[src/rtl/line_pixel_generator_unit_defines.svh]
// Assertion macros for the line pixel generator.
// Uses the clock and reset signals of the including module; no other dependencies.
`ifndef LINE_PIXEL_GENERATOR_UNIT_DEFINES_SVH
`define LINE_PIXEL_GENERATOR_UNIT_DEFINES_SVH

// Same-cycle implication, checked on every rising clock edge outside reset.
`define LPG_ASSERT_IMPL(lbl, ante, cons, msg) \
   lbl: assert property (@(posedge clock) disable iff (reset) (ante) |-> (cons)) \
      else $error(msg);

// Next-cycle implication.
`define LPG_ASSERT_NEXT(lbl, ante, cons, msg) \
   lbl: assert property (@(posedge clock) disable iff (reset) (ante) |=> (cons)) \
      else $error(msg);

`endif

[src/rtl/lpg_pkg.sv]
// Shared types and constants for the line pixel generator.
// No dependencies; used by lpg_seq, lpg_div and the top level.
package lpg_pkg;

   localparam int COLOR_BITS = 8;

   localparam logic CMD_LOAD = 1'b0;
   localparam logic CMD_STEP = 1'b1;

   typedef enum logic [1:0] {
      KIND_VERT = 2'd0,
      KIND_HORZ = 2'd1,
      KIND_XMAJ = 2'd2,
      KIND_YMAJ = 2'd3
   } line_kind_type;

   typedef enum logic [2:0] {
      ST_IDLE,
      ST_MUL_C1,
      ST_MUL_C2,
      ST_MUL_KT,
      ST_ABS,
      ST_DIV,
      ST_DONE
   } seq_state_type;

   typedef enum logic [1:0] {
      MUL_MA_NB,
      MUL_NA_MB,
      MUL_K_T
   } mul_sel_type;

   typedef enum logic [1:0] {
      ACC_HOLD,
      ACC_LOAD,
      ACC_SUB,
      ACC_ADD
   } acc_op_type;

   typedef struct packed {
      mul_sel_type mul_sel;
      acc_op_type  acc_op;
      logic        div_init;
      logic        div_step;
   } dp_ctrl_type;

endpackage

[src/rtl/lpg_seq.sv]
// Sequencer for the minor coordinate: multiply-accumulate states for each
// product, a sign/magnitude state, COORD_BITS divide steps. Uses lpg_pkg.
module lpg_seq #(
   parameter int COORD_BITS = 12
) (
   input  logic                clock,
   input  logic                reset,
   input  logic                start,
   input  logic                minor_calc,
   input  logic                out_free,
   output lpg_pkg::dp_ctrl_type ctrl,
   output logic                idle,
   output logic                done_fire
);

   localparam int CNT_W = $clog2(COORD_BITS);

   lpg_pkg::seq_state_type state_ff, state_in;
   logic [CNT_W-1:0]       cnt_ff, cnt_in;

   always_ff @(posedge clock) begin
      if (reset) begin
         state_ff <= lpg_pkg::ST_IDLE;
         cnt_ff   <= '0;
      end else begin
         state_ff <= state_in;
         cnt_ff   <= cnt_in;
      end
   end

   always_comb begin
      state_in = state_ff;
      case (state_ff)
         lpg_pkg::ST_IDLE: begin
            if (start) begin
               state_in = minor_calc ? lpg_pkg::ST_MUL_C1 : lpg_pkg::ST_DONE;
            end
         end
         lpg_pkg::ST_MUL_C1: state_in = lpg_pkg::ST_MUL_C2;
         lpg_pkg::ST_MUL_C2: state_in = lpg_pkg::ST_MUL_KT;
         lpg_pkg::ST_MUL_KT: state_in = lpg_pkg::ST_ABS;
         lpg_pkg::ST_ABS:    state_in = lpg_pkg::ST_DIV;
         lpg_pkg::ST_DIV: begin
            if (cnt_ff == '0) begin
               state_in = lpg_pkg::ST_DONE;
            end
         end
         lpg_pkg::ST_DONE: begin
            if (out_free) begin
               state_in = lpg_pkg::ST_IDLE;
            end
         end
         default: state_in = lpg_pkg::ST_IDLE;
      endcase
   end

   always_comb begin
      cnt_in = cnt_ff;
      case (state_ff)
         lpg_pkg::ST_ABS: cnt_in = CNT_W'(COORD_BITS - 1);
         lpg_pkg::ST_DIV: cnt_in = cnt_ff - 1'b1;
         default:         cnt_in = cnt_ff;
      endcase
   end

   always_comb begin
      ctrl.mul_sel  = lpg_pkg::MUL_K_T;
      ctrl.acc_op   = lpg_pkg::ACC_HOLD;
      ctrl.div_init = 1'b0;
      ctrl.div_step = 1'b0;
      idle          = 1'b0;
      done_fire     = 1'b0;
      case (state_ff)
         lpg_pkg::ST_IDLE: idle = 1'b1;
         lpg_pkg::ST_MUL_C1: begin
            ctrl.mul_sel = lpg_pkg::MUL_MA_NB;
            ctrl.acc_op  = lpg_pkg::ACC_LOAD;
         end
         lpg_pkg::ST_MUL_C2: begin
            ctrl.mul_sel = lpg_pkg::MUL_NA_MB;
            ctrl.acc_op  = lpg_pkg::ACC_SUB;
         end
         lpg_pkg::ST_MUL_KT: begin
            ctrl.mul_sel = lpg_pkg::MUL_K_T;
            ctrl.acc_op  = lpg_pkg::ACC_ADD;
         end
         lpg_pkg::ST_ABS:  ctrl.div_init = 1'b1;
         lpg_pkg::ST_DIV:  ctrl.div_step = 1'b1;
         lpg_pkg::ST_DONE: done_fire = out_free;
         default:          idle = 1'b0;
      endcase
   end

endmodule

[src/rtl/lpg_div.sv]
// Arithmetic unit: one signed multiplier feeding an accumulator for the line
// equation numerator, then a restoring shift-subtract divider. Uses lpg_pkg.
module lpg_div #(
   parameter int COORD_BITS = 12
) (
   input  logic                  clock,
   input  lpg_pkg::dp_ctrl_type  ctrl,
   input  logic [COORD_BITS-1:0] maj_a,
   input  logic [COORD_BITS-1:0] maj_b,
   input  logic [COORD_BITS-1:0] min_a,
   input  logic [COORD_BITS-1:0] min_b,
   input  logic [COORD_BITS-1:0] t,
   output logic [COORD_BITS-1:0] minor
);

   localparam int CB    = COORD_BITS;
   localparam int OPW   = CB + 1;
   localparam int ACC_W = 2 * CB + 2;

   logic signed [OPW-1:0]   k, d, op_a, op_b;
   logic signed [ACC_W-1:0] prod;
   logic signed [ACC_W-1:0] acc_ff, acc_in;
   logic [ACC_W-1:0]        num_mag;
   logic [OPW-1:0]          d_abs;
   logic [CB-1:0]           d_mag;
   logic [CB-1:0]           rem_ff, rem_in, quo_ff, quo_in;
   logic                    neg_ff, neg_in;
   logic [CB:0]             trial, diff;
   logic                    fits;

   // numerator = k*t + (ma*nb - na*mb), divisor = ma - mb
   assign k = $signed({1'b0, min_a}) - $signed({1'b0, min_b});
   assign d = $signed({1'b0, maj_a}) - $signed({1'b0, maj_b});

   always_comb begin
      case (ctrl.mul_sel)
         lpg_pkg::MUL_MA_NB: begin
            op_a = $signed({1'b0, maj_a});
            op_b = $signed({1'b0, min_b});
         end
         lpg_pkg::MUL_NA_MB: begin
            op_a = $signed({1'b0, min_a});
            op_b = $signed({1'b0, maj_b});
         end
         default: begin
            op_a = k;
            op_b = $signed({1'b0, t});
         end
      endcase
   end

   assign prod = ACC_W'(op_a) * ACC_W'(op_b);

   always_comb begin
      case (ctrl.acc_op)
         lpg_pkg::ACC_LOAD: acc_in = prod;
         lpg_pkg::ACC_SUB:  acc_in = acc_ff - prod;
         lpg_pkg::ACC_ADD:  acc_in = acc_ff + prod;
         default:           acc_in = acc_ff;
      endcase
   end

   assign num_mag = acc_ff[ACC_W-1] ? ACC_W'(-acc_ff) : ACC_W'(acc_ff);
   assign d_abs   = d[CB] ? OPW'(-d) : OPW'(d);
   assign d_mag   = d_abs[CB-1:0];

   // the line value lies between the minor endpoints, so the quotient fits
   // in CB bits and the upper half of the magnitude is already below d_mag
   assign trial = {rem_ff, quo_ff[CB-1]};
   assign fits  = trial >= {1'b0, d_mag};
   assign diff  = trial - {1'b0, d_mag};

   always_comb begin
      rem_in = rem_ff;
      quo_in = quo_ff;
      neg_in = neg_ff;
      if (ctrl.div_init) begin
         rem_in = num_mag[2*CB-1:CB];
         quo_in = num_mag[CB-1:0];
         neg_in = acc_ff[ACC_W-1] ^ d[CB];
      end else if (ctrl.div_step) begin
         rem_in = fits ? diff[CB-1:0] : trial[CB-1:0];
         quo_in = {quo_ff[CB-2:0], fits};
      end
   end

   always_ff @(posedge clock) begin
      acc_ff <= acc_in;
      rem_ff <= rem_in;
      quo_ff <= quo_in;
      neg_ff <= neg_in;
   end

   // truncation toward zero: divide magnitudes, then restore the sign
   assign minor = neg_ff ? CB'(-quo_ff) : quo_ff;

endmodule

[src/rtl/line_pixel_generator_unit.sv]
// Line pixel generator top level: line state, stream handshakes, result register.
// Depends on lpg_pkg, lpg_seq, lpg_div and line_pixel_generator_unit_defines.svh.
//
//   channel   dir  handshake             payload
//   req       in   req_tvalid/tready     tdata: endpoints and color, tuser: cmd
//   rsp       out  rsp_tvalid/tready     tdata: pixel and color, tlast: last pixel
//
// A load sets the line state directly. A step on a vertical or horizontal line
// goes from idle straight to the sequencer's final state; a diagonal line first
// runs the multiply-accumulate states, the sign/magnitude state and one divide
// step per quotient bit in lpg_div. A step with no line gives no result. Reset
// is synchronous and clears the active-line and result-valid flags. The sequencer
// holds in its final state only while the previous result is stalled.
`include "line_pixel_generator_unit_defines.svh"

module line_pixel_generator_unit #(
   parameter int COORD_BITS = 12,
   localparam int REQ_W = ((4 * COORD_BITS + 3 * lpg_pkg::COLOR_BITS + 7) / 8) * 8,
   localparam int RSP_W = ((2 * COORD_BITS + 3 * lpg_pkg::COLOR_BITS + 7) / 8) * 8
) (
   input  logic             clock,
   input  logic             reset,
   input  logic             req_tvalid,
   output logic             req_tready,
   // x_a, y_a, x_b, y_b, color_r, color_g, color_b, zero pad
   input  logic [REQ_W-1:0] req_tdata,
   // cmd
   input  logic             req_tuser,
   output logic             rsp_tvalid,
   input  logic             rsp_tready,
   // px, py, out_r, out_g, out_b, zero pad
   output logic [RSP_W-1:0] rsp_tdata,
   output logic             rsp_tlast
);

   localparam int CB  = COORD_BITS;
   localparam int CLR = lpg_pkg::COLOR_BITS;

   logic [CB-1:0]  ax, ay, bx, by, adx, ady;
   logic [CLR-1:0] cr, cg, cb;
   logic           req_xfer, load, start, out_free, idle, done_fire, minor_calc;

   logic                  active_ff, active_in;
   lpg_pkg::line_kind_type kind_ff, kind_in;
   logic [CB-1:0]         pos_ff, pos_in, end_ff, end_in;
   logic [CB-1:0]         xa_ff, xa_in, ya_ff, ya_in, xb_ff, xb_in, yb_ff, yb_in;
   logic [CLR-1:0]        r_ff, r_in, g_ff, g_in, b_ff, b_in;

   logic                  rsp_valid_ff, rsp_valid_in, rsp_last_ff, rsp_last_in;
   logic [CB-1:0]         rsp_px_ff, rsp_px_in, rsp_py_ff, rsp_py_in;
   logic [CLR-1:0]        rsp_r_ff, rsp_r_in, rsp_g_ff, rsp_g_in, rsp_b_ff, rsp_b_in;

   logic [CB-1:0]         maj_a, maj_b, min_a, min_b, minor, min_lo, min_hi;
   logic [CB-1:0]         px_calc, py_calc;
   logic                  last_calc;
   lpg_pkg::dp_ctrl_type  ctrl;

   assign ax = req_tdata[CB-1:0];
   assign ay = req_tdata[2*CB-1:CB];
   assign bx = req_tdata[3*CB-1:2*CB];
   assign by = req_tdata[4*CB-1:3*CB];
   assign cr = req_tdata[4*CB+CLR-1:4*CB];
   assign cg = req_tdata[4*CB+2*CLR-1:4*CB+CLR];
   assign cb = req_tdata[4*CB+3*CLR-1:4*CB+2*CLR];

   assign adx = (ax > bx) ? ax - bx : bx - ax;
   assign ady = (ay > by) ? ay - by : by - ay;

   assign req_tready = idle;
   assign req_xfer   = req_tvalid && req_tready;
   assign load       = req_xfer && (req_tuser == lpg_pkg::CMD_LOAD);
   assign start      = req_xfer && (req_tuser == lpg_pkg::CMD_STEP) && active_ff;
   assign out_free   = !rsp_valid_ff || rsp_tready;
   assign minor_calc = (kind_ff == lpg_pkg::KIND_XMAJ) || (kind_ff == lpg_pkg::KIND_YMAJ);

   // x-major divides along x; everything else routed through as y-major
   assign maj_a = (kind_ff == lpg_pkg::KIND_XMAJ) ? xa_ff : ya_ff;
   assign maj_b = (kind_ff == lpg_pkg::KIND_XMAJ) ? xb_ff : yb_ff;
   assign min_a = (kind_ff == lpg_pkg::KIND_XMAJ) ? ya_ff : xa_ff;
   assign min_b = (kind_ff == lpg_pkg::KIND_XMAJ) ? yb_ff : xb_ff;
   assign min_lo = (min_a < min_b) ? min_a : min_b;
   assign min_hi = (min_a < min_b) ? min_b : min_a;

   lpg_seq #(
      .COORD_BITS(CB)
   ) u_seq (
      .clock     (clock),
      .reset     (reset),
      .start     (start),
      .minor_calc(minor_calc),
      .out_free  (out_free),
      .ctrl      (ctrl),
      .idle      (idle),
      .done_fire (done_fire)
   );

   lpg_div #(
      .COORD_BITS(CB)
   ) u_div (
      .clock(clock),
      .ctrl (ctrl),
      .maj_a(maj_a),
      .maj_b(maj_b),
      .min_a(min_a),
      .min_b(min_b),
      .t    (pos_ff),
      .minor(minor)
   );

   always_comb begin
      case (kind_ff)
         lpg_pkg::KIND_VERT: begin
            px_calc = xa_ff;
            py_calc = pos_ff;
         end
         lpg_pkg::KIND_HORZ: begin
            px_calc = pos_ff;
            py_calc = ya_ff;
         end
         lpg_pkg::KIND_XMAJ: begin
            px_calc = pos_ff;
            py_calc = minor;
         end
         default: begin
            px_calc = minor;
            py_calc = pos_ff;
         end
      endcase
   end

   assign last_calc = pos_ff >= end_ff;

   // line state
   always_comb begin
      active_in = active_ff;
      kind_in   = kind_ff;
      pos_in    = pos_ff;
      end_in    = end_ff;
      xa_in     = xa_ff;
      ya_in     = ya_ff;
      xb_in     = xb_ff;
      yb_in     = yb_ff;
      r_in      = r_ff;
      g_in      = g_ff;
      b_in      = b_ff;
      if (load) begin
         active_in = 1'b1;
         xa_in     = ax;
         ya_in     = ay;
         xb_in     = bx;
         yb_in     = by;
         r_in      = cr;
         g_in      = cg;
         b_in      = cb;
         if (ax == bx) begin
            kind_in = lpg_pkg::KIND_VERT;
         end else if (ay == by) begin
            kind_in = lpg_pkg::KIND_HORZ;
         end else if (adx > ady) begin
            kind_in = lpg_pkg::KIND_XMAJ;
         end else begin
            kind_in = lpg_pkg::KIND_YMAJ;
         end
         // coincident endpoints fall into vertical and step along y
         if ((ax != bx) && ((ay == by) || (adx > ady))) begin
            pos_in = (ax < bx) ? ax : bx;
            end_in = (ax < bx) ? bx : ax;
         end else begin
            pos_in = (ay < by) ? ay : by;
            end_in = (ay < by) ? by : ay;
         end
      end else if (done_fire) begin
         if (last_calc) begin
            active_in = 1'b0;
         end else begin
            pos_in = pos_ff + 1'b1;
         end
      end
   end

   // result register
   always_comb begin
      rsp_valid_in = rsp_valid_ff;
      rsp_last_in  = rsp_last_ff;
      rsp_px_in    = rsp_px_ff;
      rsp_py_in    = rsp_py_ff;
      rsp_r_in     = rsp_r_ff;
      rsp_g_in     = rsp_g_ff;
      rsp_b_in     = rsp_b_ff;
      if (done_fire) begin
         rsp_valid_in = 1'b1;
         rsp_last_in  = last_calc;
         rsp_px_in    = px_calc;
         rsp_py_in    = py_calc;
         rsp_r_in     = r_ff;
         rsp_g_in     = g_ff;
         rsp_b_in     = b_ff;
      end else if (rsp_tready) begin
         rsp_valid_in = 1'b0;
      end
   end

   always_ff @(posedge clock) begin
      if (reset) begin
         active_ff    <= 1'b0;
         rsp_valid_ff <= 1'b0;
      end else begin
         active_ff    <= active_in;
         rsp_valid_ff <= rsp_valid_in;
      end
   end

   always_ff @(posedge clock) begin
      kind_ff     <= kind_in;
      pos_ff      <= pos_in;
      end_ff      <= end_in;
      xa_ff       <= xa_in;
      ya_ff       <= ya_in;
      xb_ff       <= xb_in;
      yb_ff       <= yb_in;
      r_ff        <= r_in;
      g_ff        <= g_in;
      b_ff        <= b_in;
      rsp_last_ff <= rsp_last_in;
      rsp_px_ff   <= rsp_px_in;
      rsp_py_ff   <= rsp_py_in;
      rsp_r_ff    <= rsp_r_in;
      rsp_g_ff    <= rsp_g_in;
      rsp_b_ff    <= rsp_b_in;
   end

   assign rsp_tvalid = rsp_valid_ff;
   assign rsp_tlast  = rsp_last_ff;
   assign rsp_tdata  = RSP_W'({rsp_b_ff, rsp_g_ff, rsp_r_ff, rsp_py_ff, rsp_px_ff});

   `LPG_ASSERT_IMPL(a_busy_has_line, !req_tready, active_ff, "busy without an active line")
   `LPG_ASSERT_IMPL(a_pos_in_range, active_ff, pos_ff <= end_ff, "step position past line end")
   `LPG_ASSERT_NEXT(a_last_ends_line, done_fire && last_calc, !active_ff, "line still active after last pixel")
   `LPG_ASSERT_IMPL(a_minor_in_span, done_fire && minor_calc, (minor >= min_lo) && (minor <= min_hi), "minor coordinate outside endpoint span")

endmodule

[config.mk]
export PLATFORM = sky130hd
export DESIGN_NAME = line_pixel_generator_unit
export DESIGN_NICKNAME = d
export VERILOG_FILES = /design/src/rtl/lpg_pkg.sv /design/src/rtl/lpg_seq.sv /design/src/rtl/lpg_div.sv /design/src/rtl/line_pixel_generator_unit.sv
export VERILOG_INCLUDE_DIRS = /design/src /design/src/rtl
export SDC_FILE = /design/constraint.sdc
export NUM_CORES = 1
export LEC_CHECK = 0
export BUFFER_PORTS_ARGS = -buffer_cell sky130_fd_sc_hd__buf_4
export CORE_MARGIN = 2
export CORE_UTILIZATION = 50
export DETAILED_ROUTE_END_ITERATION = 8
export GPL_TIMING_DRIVEN = 0
export PLACE_DENSITY = 0.67
export SLEW_MARGIN = 30
export SYNTH_ARGS = -nofsm -noshare
export SYNTH_HDL_FRONTEND = slang
export SYNTH_SLANG_ARGS = --single-unit
[constraint.sdc]
create_clock -name clock -period 13.1 [get_ports clock]
set_input_delay 2.62 -clock clock [delete_from_list [all_inputs] [get_ports clock]]
set_output_delay 2.62 -clock clock [all_outputs]
set_load 0.005 [all_outputs]
==> metrics.md, run 1 <==
| Metric | Value |
|---|---|
| Die Ht | 221 um |
| Slew @ Worst Pin | 1.01 ns |
| Buffer type at the clock tree root | clkbuf_16 |
| Die ar. | 48,600 um^2 |
| Clk_lat worst skew | 0.56 ns |
| DR WL/cell | 21.7 um |
| Die Wd | 221 um |
| Worst endpoint required time | 13.46 ns |
| Cells on worst reg2reg path | 43 |
| Min-delay src | b_ff[0]$_DFFE_PP_ |
| R2r endpoint | u_div.acc_ff[25]$_DFFE_PP_ |
| Launch point of the worst reg-to-reg path | kind_ff[0]$_SDFFCE_PP0P_ |
| Crit path arrival time | 12.81 ns |
| Crit path max fanout | 19 |
| Syn_nets | 3,104 |
| Post-Syn Area | 23,400 um^2 |
| Top Ports | 128 |
| Critical path's top delay family | compound AO/OA/AOI/OAI gates |
| Fin crit period | 12.46 ns |
| Vias in the first global route | 20,400 |
| Max Cap Violations | 0 |
| FF+latch count, synth | 207 |
| Largest net degree at the start of global routing | 49 |
| CTS Hold Buffers Added | 0 |
| Setup TNS | 0 ns |
| CP max stage delay | 0.55 ns |
| Synthesis-to-finish area growth | 11.5% |
| Post-route DRC | 0 |
| GPL Wtd Cong | 0.957 |
| Top_reg_cell synth | edfxtp_1 |
| Initial DRC count | 2,132 |
| Status | complete, no violations |
| Cells after synthesis | 2,667 |
| First-pass GRT wire length | 116,000 um |
| Tcrit/Tclk final | 95.1% |
| DP Worst Slack | -0.798 ns |
| H-tree depth | 1 |
| Worst setup SP type | flop |
| Post-synth ARST share | 0% |
| CP endpoint kind | flop |
| Hold Path End | rsp_b_ff[0]$_DFFE_PP_ |
| Worst-path clk slew | 0.07 ns |
| WS Path Type | flop to flop |
| FF-to-FF setup slack | 0.64 ns |
| Row Count | 79 |
| Bufs on Longest Clock Path | 3 |
| Post-synth EDFFs | 198 |
| Worst min-delay path class | flop to flop |
| Fraction of layout cells with a size suffix above 1 | 9.06% |
| Initial core utilization | 50.5% |
| Fillers | 4,276 |
| Total grt overflow | 0 |
| CTS buffer count | 23 |
| Setup Skew | 0.0321 ns |
| Synth Warn # | 0 |
| Slowest CP cell | fa_1 |
| Final Hold Fails | 0 |
| Mean Syn Cell Area | 8.79 um^2 |
| Fin. max-slew vios | 0 |
| Netlist cell types | 87 |
| Vias | 20,700 |
| RSZ-0062 raised after global routing | no |
| Initial antenna violation count | 1 |
| GRT Total Usage | 31.0% |
| Sequential fraction of the synthesis area | 26.1% |
| Crit-path most repeated cell | a21oi_1 |
| TritonCTS clock tree | yes |
| Antenna viol nets, final | 0 |
| I/O Buffers | 127 |
| Hold Crit Depth | 0 |
| Final setup fails | 0 |
| Dpl hpwl | 61,300 um |
| Setup ws final | 0.642 ns |
| Core area | 46,500 um^2 |
| WL final | 74,700 um |
| First-pass DRT Iterations | 7 |
| Vias/cell | 6.00 |
| Worst path bufs/invs | 7 |
| Layout Nets | 3,259 |
| Max Fclk | 80.3 MHz |
| Rel. slew slack | 32.5% |
| Clk sink count | 207 |
| Non-Filler Instances | 3,447 |
| Placed cell count | 3,404 |
## cell usage in the layout (no fill, tap or decap), types with 28 or more instances in the layout
cell type and count:
nand4_1 30, xnor2_1 93, clkbuf_1 89, a21o_1 49, xor2_1 54, mux2_2 28
a21oi_1 166, ha_1 203, inv_1 342, nand2_1 273, edfxtp_1 198, nor3_1 52
fa_1 156, a22oi_1 46, nand3_1 41, mux2i_1 52, buf_4 131, o21ai_0 152
nor2_1 210
## stage by stage
| step | utilization (%) | hold WS (ns) | area [um^2] |
|---|---|---|---|
| final | 56.3 | 0.402 | 26100 |
| after global routing | 56.3 | 0.418 | 26100 |
| after CTS | 56.1 | 0.398 | 26100 |
| after detailed placement | 54.4 | 0.405 | 25300 |
| after global placement | 54.2 | 0.400 | 25200 |
| after floorplan | - | 0.400 | 23400 |
## flip-flops by register name, indices dropped and copies added (netlist names), 4 cells and up
signal and cells:
u_div.acc_ff 26, end_ff 12, pos_ff 12, rsp_px_ff 12, rsp_py_ff 12, u_div.quo_ff 12
u_div.rem_ff 12, xa_ff 12, xb_ff 12, ya_ff 12, yb_ff 12, b_ff 8
g_ff 8, r_ff 8, rsp_b_ff 8, rsp_g_ff 8, rsp_r_ff 8, u_seq.cnt_ff 4
## final cells by class
type | instances | area [um^2] | share of cell area [%]
diodes | 2 | 5.00 | 0.0191
plain buffers | 110 | 435 | 1.67
clock buffers | 24 | 579 | 2.22
clock inverters | 17 | 220 | 0.842
inverters | 346 | 1310 | 4.99
multi-input cells | 2000 | 15700 | 59.9
flip-flops and latches | 207 | 6130 | 23.4
well taps | 607 | 759 | 2.90
repair buffers | 134 | 1070 | 4.08
## synthesized netlist by cell type, types with 15 or more instances
master	n	share of area [%]
mux2_2	28	1.3
or3_1	16	0.43
nand2b_1	19	0.51
inv_1	345	5.5
xor2_1	55	2.1
a22oi_1	46	1.5
o21ai_0	154	3.3
a21o_1	49	1.6
nor2_1	212	3.4
nor3_1	52	1.1
nand2_1	273	4.4
mux2i_1	52	2.2
fa_1	156	13
edfxtp_1	198	25
a21oi_1	166	3.5
o22ai_1	17	0.45
o21a_1	22	0.70
nand3_1	41	0.88
o31ai_1	23	0.74
o211ai_1	15	0.48
and2_1	21	0.56
nand4_1	30	0.80
xnor2_1	93	3.5
ha_1	204	11
clkbuf_1	95	1.5
nor2b_1	24	0.64
## worst register-to-register path, delay by kind of cell (launching register included)
kind,cells,cell delay (ns)
AO/OA/AOI/OAI,19,4.55
XOR/XNOR,1,0.17
adder cells (fa/ha/maj),9,3.94
buffers and inverters,7,1.48
flip-flops,1,0.45
multiplexers,1,0.48
AND/OR/NAND/NOR,6,1.21
## routing by layer
layer / vias up / wire, um / track usage [%]
met1: 10100 / 32000 / 42.4
met2: 840 / 34400 / 51.1
met5: - / 0 / 0
met4: 0 / 2840 / 9.31
li1: 9613 / - / -
met3: 164 / 5460 / 4.22
## kinds of logic (layout without fill, tap and decap cells)
| kind of cell | Yosys count | in the layout | synth area share, % |
|---|---|---|---|
| AO/OA/AOI/OAI | 649 | 649 | 18.0 |
| XOR/XNOR | 148 | 148 | 5.53 |
| adder cells (fa/ha/maj) | 360 | 360 | 24.2 |
| buffers and inverters | 460 | 631 | 7.42 |
| flip-flops | 207 | 207 | 26.1 |
| multiplexers | 80 | 80 | 3.56 |
| other | 0 | 2 | 0 |
| AND/OR/NAND/NOR | 763 | 763 | 15.2 |
## repair_timing
item / 4_1_cts / 5_1_grt
resized for setup: 6 / 14
buffers inserted: 0 / 4
setup endpoints to repair: 3 / 6
## how the worst max path moves through the flow
stage	startpoint	end	slack, ns	cells after the start
final	kind_ff[0]$_SDFFCE_PP0P_	u_div.acc_ff[25]$_DFFE_PP_	0.64	43
after global routing	kind_ff[0]$_SDFFCE_PP0P_	u_div.acc_ff[25]$_DFFE_PP_	0.02	44
after CTS	kind_ff[0]$_SDFFCE_PP0P_	u_div.acc_ff[25]$_DFFE_PP_	0.09	48
after detailed placement	kind_ff[0]$_SDFFCE_PP0P_	u_div.acc_ff[25]$_DFFE_PP_	-0.80	45
after global placement	kind_ff[0]$_SDFFCE_PP0P_	u_div.acc_ff[25]$_DFFE_PP_	-0.53	45
after floorplan	kind_ff[0]$_SDFFCE_PP0P_	u_div.acc_ff[25]$_DFFE_PP_	1.64	45
Power of run 1 is not shown: default switching activity piles up to over one toggle a cycle in this logic, so the estimate is an artifact.
==> run 2, diff against run 1 <==
- CORE_UTILIZATION: 50 -> 55
- PLACE_DENSITY: 0.67 -> 0.73
- TNS_END_PERCENT: not set -> 100
==> run 2 against run 1 <==
Effect of this change: via count is 0.54% higher; fmax is 0.76% higher; core utilization is 5.6 points higher; register-to-register slack better by 0.09 ns; cell count is 1.9% lower; worst setup slack better by 0.094 ns; sequential cell count stayed put; critical path type unchanged; critical endpoint unchanged; highest routed layer unchanged.
==> metrics.md, run 2 (synthesis gave the netlist of run 1 again) <==
| Metric | Value |
|---|---|
| Total grt overflow | 0 (unchanged) |
| Rel. slew slack | 28.4% (-4.1 points) |
| Max Cap Violations | 0 (unchanged) |
| Launch point of the worst reg-to-reg path | kind_ff[0]$_SDFFCE_PP0P_ |
| Core area | 42,000 um^2 (-9.5%) |
| Cells on worst reg2reg path | 46 (+7.0%) |
| First-pass GRT wire length | 114,000 um (-1.7%) |
| Hold Path End | rsp_g_ff[2]$_DFFE_PP_ |
| Initial antenna violation count | 0 (-1) |
| WL final | 72,600 um (-2.7%) |
| Max Fclk | 80.9 MHz (+0.76%) |
| DR WL/cell | 21.5 um (-0.80%) |
| Vias/cell | 6.15 (+2.5%) |
| Final Hold Fails | 0 (unchanged) |
| Synthesis-to-finish area growth | 11.0% |
| Slew @ Worst Pin | 1.07 ns (+0.0617 ns) |
| Initial DRC count | 2,081 (-2.4%) |
| R2r endpoint | u_div.acc_ff[25]$_DFFE_PP_ |
| Vias | 20,800 (+0.54%) |
| Hold Crit Depth | 0 (unchanged) |
| CTS buffer count | 23 (unchanged) |
| Fin crit period | 12.36 ns (-0.0941 ns) |
| Min-delay src | g_ff[2]$_DFFE_PP_ |
| Antenna viol nets, final | 0 (unchanged) |
| H-tree depth | 1 (unchanged) |
| Initial core utilization | 55.8% (+5.3 points) |
| Critical path's top delay family | compound AO/OA/AOI/OAI gates |
| Row Count | 75 (-5.1%) |
| Vias in the first global route | 20,700 (+1.7%) |
| Most frequent cells in the layout | 342 x inv_1, 273 x nand2_1, 208 x nor2_1 |
| Largest Register | u_div.acc_ff |
| Top Ports | 128 (unchanged) |
| Largest net degree at the start of global routing | 49 (unchanged) |
| DP Worst Slack | -0.652 ns (+0.145 ns) |
| N_diodes | 0 (-2) |
| Clk sink count | 207 (unchanged) |
| Tcrit/Tclk final | 94.4% (-0.72 points) |
| Met2 usage | 54.2% (+3.1 points) |
| Final setup fails | 0 (unchanged) |
| Worst endpoint required time | 13.48 ns (+0.02 ns) |
| Dpl hpwl | 59,600 um (-2.6%) |
| Post-route DRC | 0 (unchanged) |
| Bufs on Longest Clock Path | 3 (unchanged) |
| Leading cell type in the layout, fill and taps excluded | inv_1 |
| Crit path arrival time | 12.74 ns (-0.07 ns) |
| Buffer type at the clock tree root | clkbuf_16 |
| Layout Nets | 3,262 (+0.092%) |
| GRT Total Usage | 33.0% (+2.1 points) |
| FF-to-FF setup slack | 0.74 ns (+0.09 ns) |
| GPL Wtd Cong | 1.00 (+4.7%) |
| Die ar. | 44,300 um^2 (-8.9%) |
| Met3 Track Usage GR | 4.84% (+0.62 points) |
| CP max stage delay | 0.55 ns (about the same) |
| Worst setup SP type | flop |
| TritonCTS clock tree | yes |
| Worst min-delay path class | flop to flop |
| Met1 Usage GRT | 44.4% (+2.1 points) |
| CTS Hold Buffers Added | 0 (unchanged) |
| First-pass DRT Iterations | 5 (-2) |
| GR peak layer | met2 |
| Crit path max fanout | 10 (-9) |
| WS Path Type | flop to flop |
| Fin. max-slew vios | 0 (unchanged) |
| Die Ht | 210 um (-4.6%) |
| Worst path bufs/invs | 10 (+3) |
| Setup Skew | 0.0499 ns (+0.0178 ns) |
| CP endpoint kind | flop |
| Die Wd | 210 um (-4.6%) |
| Slowest CP cell | fa_1 |
| Fraction of layout cells with a size suffix above 1 | 9.22% (+0.17 points) |
| I/O Buffers | 127 (unchanged) |
| Setup ws final | 0.736 ns (+0.0941 ns) |
| Status | complete, no violations |
| Clk_lat worst skew | 0.57 ns (about the same) |
| Max reg flops | 26 (unchanged) |
| Worst-path clk slew | 0.08 ns (about the same) |
-- run 2: worst max path at each step --
stage	from	depth (start not counted)	slack, ns	to
2_1_floorplan	kind_ff[0]$_SDFFCE_PP0P_	45	1.64	u_div.acc_ff[25]$_DFFE_PP_
3_3_place_gp	kind_ff[0]$_SDFFCE_PP0P_	45	-0.31	u_div.acc_ff[25]$_DFFE_PP_
3_5_place_dp	kind_ff[0]$_SDFFCE_PP0P_	45	-0.65	u_div.acc_ff[25]$_DFFE_PP_
4_1_cts	kind_ff[0]$_SDFFCE_PP0P_	49	0.1	u_div.acc_ff[25]$_DFFE_PP_
5_1_grt	kind_ff[0]$_SDFFCE_PP0P_	47	-0.07	u_div.acc_ff[25]$_DFFE_PP_
6_report	kind_ff[0]$_SDFFCE_PP0P_	46	0.74	u_div.acc_ff[25]$_DFFE_PP_
-- run 2: routing by layer --
layer	vias to the layer above	wire length [um]
met5	-	0
met1	10000	30400
met3	216	5650
met4	0	3340
met2	938	33200
li1	9599	-
-- run 2: timing repair --
| action | CTS | global route |
|---|---|---|
| setup buffers | 0 | 7 |
| pin swaps | 0 | 1 |
| setup endpoints to repair | 3 | 6 |
| gates resized for setup | 5 | 25 |
-- run 2: final cells by class --
type                    instances  area (um^2)
plain buffers                 110          439
inverters                     346         1310
multi-input cells            2000        15700
fillers                      3646        16000
repair buffers                137         1080
clock buffers                  25          583
flip-flops and latches        207         6130
well taps                     539          674
clock inverters                16          149
-- run 2: through the flow --
| stage | hold WS (ns) | cells | TNS, ns | utilization (%) | cell area [um^2] |
|---|---|---|---|---|---|
| after global routing | 0.426 | 3380 | -0.0697 | 61.9 | 26000 |
| after CTS | 0.400 | 3376 | 0 | 61.6 | 25900 |
| final | 0.402 | 3380 | 0 | 61.9 | 26000 |
| after floorplan | 0.400 | 2667 | 0 | - | 23400 |
| after detailed placement | 0.405 | 3336 | -0.778 | 59.9 | 25200 |
| after global placement | 0.400 | 3333 | -0.312 | 59.6 | 25100 |
Power of run 2 is left out for the same reason.
